$ cat config.mk
export PLATFORM = sky130hd
export DESIGN_NAME = softsign_neuron_mac_top
export DESIGN_NICKNAME = d
export VERILOG_FILES = /design/src/rtl/smn_pkg.sv /design/src/rtl/softsign_neuron_mac_top.sv /design/src/rtl/smn_divider.sv
export SDC_FILE = /design/constraint.sdc
export NUM_CORES = 1
export LEC_CHECK = 0
export BUFFER_PORTS_ARGS = -buffer_cell sky130_fd_sc_hd__buf_2
export CAP_MARGIN = 20
export CORE_ASPECT_RATIO = 0.8
export CORE_MARGIN = 2
export CORE_UTILIZATION = 35
export CTS_BUF_LIST = sky130_fd_sc_hd__clkbuf_4
export CTS_CLUSTER_SIZE = 10
export DETAILED_ROUTE_END_ITERATION = 16
export PLACE_DENSITY = 0.56
export SYNTH_ARGS = -nofsm -noshare
export SYNTH_HDL_FRONTEND = slang
export SYNTH_SLANG_ARGS = --single-unit
export TNS_END_PERCENT = 20
$ cat constraint.sdc
create_clock -name clk_i -period 5.17 [get_ports clk_i]
set_input_delay 0.517 -clock clk_i [delete_from_list [all_inputs] [get_ports clk_i]]
set_output_delay 0.517 -clock clk_i [all_outputs]
set_load 0.02 [all_outputs]
$ cat src/rtl/smn_pkg.sv
// ----------------------------------------------------------------------------
// smn_pkg
// shared types and constants of the softsign neuron multiply-accumulate block
// ----------------------------------------------------------------------------
package smn_pkg;

  localparam int unsigned AccWidthDef = 48;
  localparam int unsigned FracBitsDef = 12;
  localparam int unsigned DataWidth   = 16;
  localparam int unsigned ProdWidth   = 2 * DataWidth;
  localparam int unsigned QuotBits    = 15;
  localparam int unsigned CntWidth    = $clog2(QuotBits);

  typedef struct packed {
    logic signed [DataWidth-1:0] weight_value;
    logic signed [DataWidth-1:0] input_activation;
    logic                        last_term;
  } in_item_t;

  typedef struct packed {
    logic signed [DataWidth-1:0] neuron_output;
    logic                        sum_saturated;
  } out_item_t;

  typedef struct packed {
    logic busy;
    logic done;
  } div_stat_t;

  typedef enum logic [5:0] {
    StIdle  = 6'b000001,
    StAcc   = 6'b000010,
    StBias  = 6'b000100,
    StStart = 6'b001000,
    StDiv   = 6'b010000,
    StSpare = 6'b100000
  } state_e;

endpackage

$ cat src/rtl/softsign_neuron_mac_top.sv
// ----------------------------------------------------------------------------
// softsign_neuron_mac_top
// single neuron: saturating multiply-accumulate, bias and softsign activation
// ----------------------------------------------------------------------------
//  port group      direction  handshake                 payload
//  in_*            in         in_valid_i / in_ready_o    smn_pkg::in_item_t
//  out_*           out        out_valid_o / out_ready_i  smn_pkg::out_item_t
//  bias_value_*    in         bias_value_we_i            16-bit signed bias
//
//  an item that is not last goes through multiply, then saturating add
//  a last item goes through multiply, add, bias add, divider start and
//  15 quotient bits from the restoring divider, then the result write
//  the result register holds one item; a new item is taken while it waits,
//  but a further result stalls until it has been taken
//  reset clears the accumulator, saturation flag and bias
// ----------------------------------------------------------------------------
module softsign_neuron_mac_top #(
  parameter int unsigned ACC_WIDTH = smn_pkg::AccWidthDef,
  parameter int unsigned FRAC_BITS = smn_pkg::FracBitsDef
) (
  input  logic                                 clk_i,
  input  logic                                 rst_ni,
  input  logic                                 in_valid_i,
  output logic                                 in_ready_o,
  input  smn_pkg::in_item_t                    in_item_i,
  output logic                                 out_valid_o,
  input  logic                                 out_ready_i,
  output smn_pkg::out_item_t                   out_item_o,
  input  logic                                 bias_value_we_i,
  input  logic signed [smn_pkg::DataWidth-1:0] bias_value_i
);

  smn_pkg::state_e state_q, state_d;

  logic signed [ACC_WIDTH-1:0]          sum_q, sum_d;
  logic                                 sat_q, sat_d;
  logic signed [smn_pkg::DataWidth-1:0] bias_q;
  logic signed [smn_pkg::ProdWidth-1:0] prod_q, prod_d;
  logic                                 last_q, last_d;
  logic                                 out_valid_q, out_valid_d;
  smn_pkg::out_item_t                   out_item_q, out_item_d;

  logic signed [ACC_WIDTH-1:0] addend;
  logic        [ACC_WIDTH:0]   wide;
  logic                        ovf;
  logic signed [ACC_WIDTH-1:0] sat_res;
  logic                        div_start;
  smn_pkg::div_stat_t          div_stat;
  logic signed [smn_pkg::DataWidth-1:0] div_q;
  logic                        slot_free;

  // shared saturating adder for products and bias
  assign addend  = (state_q == smn_pkg::StBias)
                 ? (ACC_WIDTH'(bias_q) <<< FRAC_BITS)
                 : ACC_WIDTH'(prod_q);
  assign wide    = {sum_q[ACC_WIDTH-1], sum_q} + {addend[ACC_WIDTH-1], addend};
  assign ovf     = wide[ACC_WIDTH] != wide[ACC_WIDTH-1];
  assign sat_res = ovf ? (wide[ACC_WIDTH] ? {1'b1, {(ACC_WIDTH-1){1'b0}}}
                                          : {1'b0, {(ACC_WIDTH-1){1'b1}}})
                       : wide[ACC_WIDTH-1:0];

  assign slot_free  = !out_valid_q || out_ready_i;
  assign div_start  = (state_q == smn_pkg::StStart);
  assign in_ready_o = (state_q == smn_pkg::StIdle);

  smn_divider #(
    .ACC_WIDTH (ACC_WIDTH),
    .FRAC_BITS (FRAC_BITS)
  ) u_div (
    .clk_i   (clk_i),
    .rst_ni  (rst_ni),
    .start_i (div_start),
    .a_i     (sum_q),
    .stat_o  (div_stat),
    .q_o     (div_q)
  );

  always_comb begin
    state_d     = state_q;
    sum_d       = sum_q;
    sat_d       = sat_q;
    prod_d      = prod_q;
    last_d      = last_q;
    out_valid_d = out_valid_q && !out_ready_i;
    out_item_d  = out_item_q;
    unique case (state_q)
      smn_pkg::StIdle: begin
        if (in_valid_i) begin
          prod_d  = in_item_i.weight_value * in_item_i.input_activation;
          last_d  = in_item_i.last_term;
          state_d = smn_pkg::StAcc;
        end
      end
      smn_pkg::StAcc: begin
        sum_d   = sat_res;
        sat_d   = sat_q | ovf;
        state_d = last_q ? smn_pkg::StBias : smn_pkg::StIdle;
      end
      smn_pkg::StBias: begin
        sum_d   = sat_res;
        sat_d   = sat_q | ovf;
        state_d = smn_pkg::StStart;
      end
      smn_pkg::StStart: begin
        state_d = smn_pkg::StDiv;
      end
      smn_pkg::StDiv: begin
        if (div_stat.done && !div_stat.busy && slot_free) begin
          out_valid_d              = 1'b1;
          out_item_d.neuron_output = div_q;
          out_item_d.sum_saturated = sat_q;
          sum_d                    = '0;
          sat_d                    = 1'b0;
          state_d                  = smn_pkg::StIdle;
        end
      end
      default: begin
        state_d = smn_pkg::StIdle;
      end
    endcase
  end

  always_ff @(posedge clk_i or negedge rst_ni) begin
    if (!rst_ni) begin
      state_q     <= smn_pkg::StIdle;
      sum_q       <= '0;
      sat_q       <= 1'b0;
      bias_q      <= '0;
      out_valid_q <= 1'b0;
    end else begin
      state_q     <= state_d;
      sum_q       <= sum_d;
      sat_q       <= sat_d;
      out_valid_q <= out_valid_d;
      if (bias_value_we_i) begin
        bias_q <= bias_value_i;
      end
    end
  end

  always_ff @(posedge clk_i) begin
    prod_q     <= prod_d;
    last_q     <= last_d;
    out_item_q <= out_item_d;
  end

  assign out_valid_o = out_valid_q;
  assign out_item_o  = out_item_q;

endmodule

$ cat src/rtl/smn_divider.sv
// ----------------------------------------------------------------------------
// smn_divider
// sequential restoring divider for softsign: a / (2^(2*frac) + |a|) in q1.15
// ----------------------------------------------------------------------------
module smn_divider #(
  parameter int unsigned ACC_WIDTH = smn_pkg::AccWidthDef,
  parameter int unsigned FRAC_BITS = smn_pkg::FracBitsDef
) (
  input  logic                                clk_i,
  input  logic                                rst_ni,
  input  logic                                start_i,
  input  logic signed [ACC_WIDTH-1:0]         a_i,
  output smn_pkg::div_stat_t                  stat_o,
  output logic signed [smn_pkg::DataWidth-1:0] q_o
);

  localparam int unsigned RW = ACC_WIDTH + 1;

  logic [RW-1:0]                     r_q, r_d, d_q, d_d;
  logic [smn_pkg::QuotBits-1:0]      q_q, q_d;
  logic [smn_pkg::CntWidth-1:0]      cnt_q, cnt_d;
  logic                              neg_q, neg_d;
  logic                              busy_q, busy_d;
  logic                              done_q, done_d;

  logic [RW-1:0] a_ext;
  logic [RW-1:0] mag;
  logic [RW:0]   r2;
  logic [RW:0]   diff;
  logic          ge;

  assign a_ext = {a_i[ACC_WIDTH-1], a_i};
  assign mag   = a_i[ACC_WIDTH-1] ? (~a_ext + RW'(1)) : a_ext;
  assign r2    = {r_q, 1'b0};
  assign diff  = r2 - {1'b0, d_q};
  assign ge    = (r2 >= {1'b0, d_q});

  always_comb begin
    r_d    = r_q;
    d_d    = d_q;
    q_d    = q_q;
    cnt_d  = cnt_q;
    neg_d  = neg_q;
    busy_d = busy_q;
    done_d = done_q;
    if (start_i) begin
      r_d    = mag;
      d_d    = mag + (RW'(1) << (2 * FRAC_BITS));
      q_d    = '0;
      cnt_d  = '0;
      neg_d  = a_i[ACC_WIDTH-1];
      busy_d = 1'b1;
      done_d = 1'b0;
    end else if (busy_q) begin
      r_d   = ge ? diff[RW-1:0] : r2[RW-1:0];
      q_d   = {q_q[smn_pkg::QuotBits-2:0], ge};
      cnt_d = cnt_q + smn_pkg::CntWidth'(1);
      if (cnt_q == smn_pkg::CntWidth'(smn_pkg::QuotBits - 1)) begin
        busy_d = 1'b0;
        done_d = 1'b1;
      end
    end
  end

  always_ff @(posedge clk_i or negedge rst_ni) begin
    if (!rst_ni) begin
      cnt_q  <= '0;
      busy_q <= 1'b0;
      done_q <= 1'b0;
    end else begin
      cnt_q  <= cnt_d;
      busy_q <= busy_d;
      done_q <= done_d;
    end
  end

  always_ff @(posedge clk_i) begin
    r_q   <= r_d;
    d_q   <= d_d;
    q_q   <= q_d;
    neg_q <= neg_d;
  end

  assign stat_o.busy = busy_q;
  assign stat_o.done = done_q;
  assign q_o = neg_q ? smn_pkg::DataWidth'(~{1'b0, q_q} + smn_pkg::DataWidth'(1))
                     : smn_pkg::DataWidth'({1'b0, q_q});

endmodule

* Yosys cells after proc, flatten, opt, wreduce, memory -nomap -nowiden
Cells that the tools add are included.
Cells by class: add/subtract/negate cells 6, $mul 1, $lt $le $gt $ge 1, equality and inequality tests 9, multiplexer cells 26, bitwise gates (word level) 3, reduce and logical (&&, ||, !) cells 16
Operators with widths (number):
- 49-bit two-way mux | 4
- 48-bit two-way mux | 4
- 48-bit case mux with 2 select lines | 1
- 50-bit by 49-bit >= comparator with 1-bit output | 1
- 48-bit by 48-bit adder with 49-bit output | 1
- 49-bit by 1-bit adder with 49-bit output, second input constant | 1
- 49-bit by 25-bit adder with 49-bit output, second input constant | 1
- 49-bit inverter | 1
- 49-bit subtractor | 1
- 16-bit by 16-bit multiplier with 32-bit output | 1
- 6-bit case mux with 5 select lines | 1
- 16-bit by 1-bit adder with 16-bit output, second input constant | 1
- 15-bit inverter with 16-bit output | 1
- 15-bit two-way mux | 1
- 6-bit two-way mux | 2
- 2-bit AND reduction | 5
- 1-bit two-way mux | 9
- 4-bit two-way mux | 2
- 6-bit by 1-bit equality test with 1-bit output, second input constant | 1
- 6-bit by 2-bit equality test with 1-bit output, second input constant | 1
- 6-bit by 3-bit equality test with 1-bit output, second input constant | 1
- 6-bit by 4-bit equality test with 1-bit output, second input constant | 1
- 6-bit by 5-bit equality test with 1-bit output, second input constant | 1
- 2-bit nonzero test | 3
- 11 further kinds | 16
Word-level totals: register bits after elaboration 242, input port bits 54, output and inout bits 19, word-level logic and storage cells 79

* Longest topological paths before layout
depth in word-level cells 6, gate-level depth with buffers 26, mapped depth without buffers 25

* By module
Synthesis repeated with hierarchy kept, for this count alone.
Second synthesis, totals: cell total of the unflattened synthesis 3047, area total of the unflattened synthesis 27264.9 um2
Modules (own cells, without submodules):
- softsign_neuron_mac_top | instances 1, cells an instance 1941, area each 17600.6 um2, seq. area each 3279.4 um2
- smn_divider | instances 1, cells an instance 1106, area each 9664.3 um2, seq. area each 3423.3 um2

* Least setup slack after synthesis
OpenSTA, ideal clock, no wires.
path kind input to register, start point input port in_item_i[32] in the netlist's numbering, end point register prod_q[31] in the netlist's numbering, data pin, setup time 0.278 ns, arrival time 6.594 ns, required time 4.892 ns, path slack -1.702 ns, stages on the path 22, path buffers 1, cells stage by stage clkbuf_1 -> nand2_1 -> fa_1 -> inv_1 -> fa_1 -> fa_1 -> fa_1 -> fa_1 -> inv_1 -> fa_1 -> inv_1 -> ha_1 -> nand4_1 -> nor3_1 -> nand2_1 -> o21ai_0 -> a31oi_1 -> a2111oi_0 -> o21ai_0 -> a21boi_0 -> mux2i_1 -> o311ai_0
Between the ends: cells in the longest elaborated chain, start to end 1
RTL lines:
- from (decl) | line softsign_neuron_mac_top.sv:25 | input smn_pkg::in_item_t in_item_i,
- 16-bit by 16-bit multiplier with 32-bit output | line softsign_neuron_mac_top.sv:89 | prod_d = in_item_i.weight_value * in_item_i.input_activation;
- to (signal assigned) | line softsign_neuron_mac_top.sv:142 | prod_q <= prod_d;
- to (decl) | line softsign_neuron_mac_top.sv:38 | logic signed [smn_pkg::ProdWidth-1:0] prod_q, prod_d;
Every way passes these cells. A chain may end at the register's enable or synchronous reset.

* Worst setup path in the final report
Same ends and word-level chain as after synthesis.

==> qor.csv <==
stage;metric;value;unit
sta;final hold violation count;0;
drt;Pre-antenna DRT Iters;8;
layout;Multi-input gate area;19100;um^2
drt;final wirelength;72000;um
drt;met3 wire length;3410;um
global_routing;initial antenna violation count;3;
sta;clock skew;0.0986;ns
clock_tree;latest clock arrival within the worst-skew pair;0.86;ns
min_path;Hold EP;bias_q[15];
layout;commonest non-fill, non-tap cell in the layout;inv_1;
clock_tree;CTS Sinks;241;
floorplan;chip height;253;um
drt;Avg Vias per Cell;5.04;
synthesis;number of synthesized flops with an enable pin;149;
sta;Worst-Margin Slew;0.961;ns
drt;Via Count;22200;
drt;M1 WL;36800;um
min_path;Worst Hold Class;in2reg;
setup_path;Worst setup SP type;input pin;
floorplan;initial core utilization;35.3;%
layout;most frequent cells in the layout;inv_1 (378), nand2_1 (372), fa_1 (247);
sta;Slew HR;35.9;%
status;status;finished, violations left;
clock_tree;CTS clk-pin slew, worst paths;0.08;ns
layout;design area;32300;um^2
sta;RSZ-0062 raised after global routing;true;
global_routing;global-route wire length before repair;118000;um
global_routing;vias in the first global route;22300;
sta;pins over their slew limit;0;
layout;share of post-route cells with drive strength above 1;18.1;%
clock_tree;htree depth;3;
layout;# fillers;7786;
floorplan;core area;77000;um^2
layout;Layout Cells excl Fill;4407;
synthesis;Cell Area, Synth;27200;um^2
synthesis;register area share after synthesis;24.6;%
place;gpl congestion;0.878;
setup_path;Worst Path Required;5.74;ns
synthesis;Synth Flop Type;edfxtp_1;
min_path;hold depth;3;
setup_path;Crit Reg-Reg Endpoint;sum_q[24];
clock_tree;clock buffer depth;3;
setup_path;worst endpoint data arrival time;6.13;ns
synthesis;Synth cell types;90;
layout;Sequential cell area;6700;um^2
drt;DR DRC count;0;
clock_tree;CTS Buf Count;69;
sta;final worst setup slack;-0.394;ns
floorplan;Die Wd;316;um
synthesis;Post-Syn Instances;3061;
drt;antenna-violating nets left;0;
place;IO Port Bufs;72;
synthesis;Syn Area/Cell;8.88;um^2
global_routing;GRT Total Usage;18.3;%
sta;endpoints failing setup;8;
place;dpl hpwl;57100;um
layout;Area growth syn-to-layout;18.8;%
floorplan;Die ar.;80000;um^2
floorplan;IO Count;73;
sta;period utilisation layout;108;%
place;placed instance area;30300;um^2
place;placed insts;4237;
synthesis;post-synth net total;3563;
setup_path;worst-path fanout max;6;
setup_path;FF-to-FF path depth;21;
setup_path;CP Class;in2reg;
floorplan;row cnt;91;
job;max-cap violations;0;
setup_path;Critical Path End Type;register;
synthesis;flops & latches, synth;241;
layout;Final #Nets;3831;
setup_path;Critical R2R Launch;state_q[0];
global_routing;pin count of the biggest net entering global routing;78;
drt;first-iteration detailed-routing DRC count;1543;
drt;DR WL met2;30800;um
synthesis;asr flop ratio synth;32.0;%
drt;Wirelength per Cell;16.3;um
setup_path;flop2flop setup slack;0.36;ns
min_path;HP Start;bias_value_we_i;
clock_tree;root buf cell;clkbuf_4;
global_routing;total gr overflow;0;
clock_tree;CTS tree;done;
sta;Final min period;5.56;ns
sta;fmax;0.180;GHz
synthesis;Ys Warns;0;
status;violations in the final reports;setup timing;
drt;max layer used;met4;
==> routing by layer <==
metal  global-route usage (%)  vias to the layer above
met3                     3.05                       75
met2                     27.5                      457
met4                     3.75                        0
met1                     27.5                    10800
met5                        0                        -
li1                         -                    10900
==> critical path, cell delays in order <==
cell,delay [ns]
buf_12,0.12
and2_4,0.16
fa_2,0.61
inv_4,0.06
buf_6,0.11
fa_2,0.56
inv_2,0.04
fa_2,0.45
fa_2,0.41
fa_1,0.55
inv_2,0.04
fa_1,0.51
inv_2,0.05
ha_4,0.26
buf_6,0.08
a21o_1,0.11
a21o_1,0.13
a21oi_2,0.06
o21ai_2,0.17
buf_4,0.14
nor3_4,0.04
a2111oi_4,0.38
o21ai_2,0.10
a21boi_2,0.18
mux2i_1,0.19
o311ai_1,0.10
==> area by class of cell <==
class | count | share of cell area [%]
diodes | 4 | 0.0310
clock buffers | 113 | 2.63
clock inverters | 9 | 0.229
inverters | 411 | 4.79
multi-input cells | 2278 | 59.0
flip-flops and latches | 241 | 20.8
well taps | 1023 | 3.96
repair buffers | 328 | 8.57
==> synthesized netlist by cell type, types with 30 or more instances <==
cell type	count	area share [%]
a21o_1	63	1.7
a21oi_1	196	3.6
a31oi_1	35	0.81
and2_1	154	3.5
clkbuf_1	109	1.5
dfrtp_1	76	7.0
edfxtp_1	149	16
fa_1	264	19
ha_1	184	8.5
inv_1	411	5.7
nand2_1	379	5.2
nand3_1	45	0.83
nand4_1	30	0.69
nor2_1	149	2.1
nor3_1	42	0.77
o21ai_0	109	2.0
o21ai_1	34	0.63
xnor2_1	129	4.2
xor2_1	65	2.1
==> timing repair <==
action                                  CTS  global route
pin swaps                                81            76
resized for setup                       103            92
buffers inserted                         12            11
endpoints found under the setup margin   13            58
hold buffers                             20             0
gates cloned                              0             2
endpoints found under the hold margin    95             0
==> worst max-delay path by stage <==
| stage | start | slack, ns | cells past startpoint | to |
|---|---|---|---|---|
| finish | in_item_i[32] | -0.39 | 26 | prod_q[31] |
| global placement | in_item_i[7] | -1.81 | 23 | prod_q[31] |
| CTS | in_item_i[32] | -0.28 | 24 | prod_q[28] |
| detailed placement | in_item_i[7] | -1.82 | 23 | prod_q[31] |
| floorplan | in_item_i[32] | -1.04 | 22 | prod_q[31] |
| global route | in_item_i[9] | -0.63 | 22 | prod_q[31] |
==> cell families after synthesis <==
group | after synthesis | synth area share, %
muxes | 40 | 1.55
adders and majority gates | 451 | 28.0
and+or+nand+nor | 950 | 17.0
xor gates and xnor gates | 194 | 6.25
AOI/OAI and AO/OA | 642 | 14.9
other | 1 | 0.0138
DFF | 241 | 24.6
buffers and inverters | 542 | 7.56
==> state kept, by name, indices dropped and copies added, names as in the netlist, 5 cells and up <==
register    flops
sum_q          48
state_q         5
u_div.r_q      49
out_item_o     17
u_div.d_q      49
bias_q         16
u_div.q_q      15
prod_q         32
==> stage by stage <==
step	hold slack (ns)	setup TNS (ns)	util [%]	setup slack (ns)
after floorplan	0.221	-10.16	-	-1.04
after global placement	0.446	-22.35	39.3	-1.81
after detailed placement	0.444	-22.66	39.3	-1.82
after CTS	0.151	-1.26	41.4	-0.278
after global routing	0.230	-3.57	42.0	-0.633
final	0.220	-1.80	42.0	-0.394
Power is not shown: default switching activity piles up to over one toggle a cycle in this logic, so the estimate is an artifact.
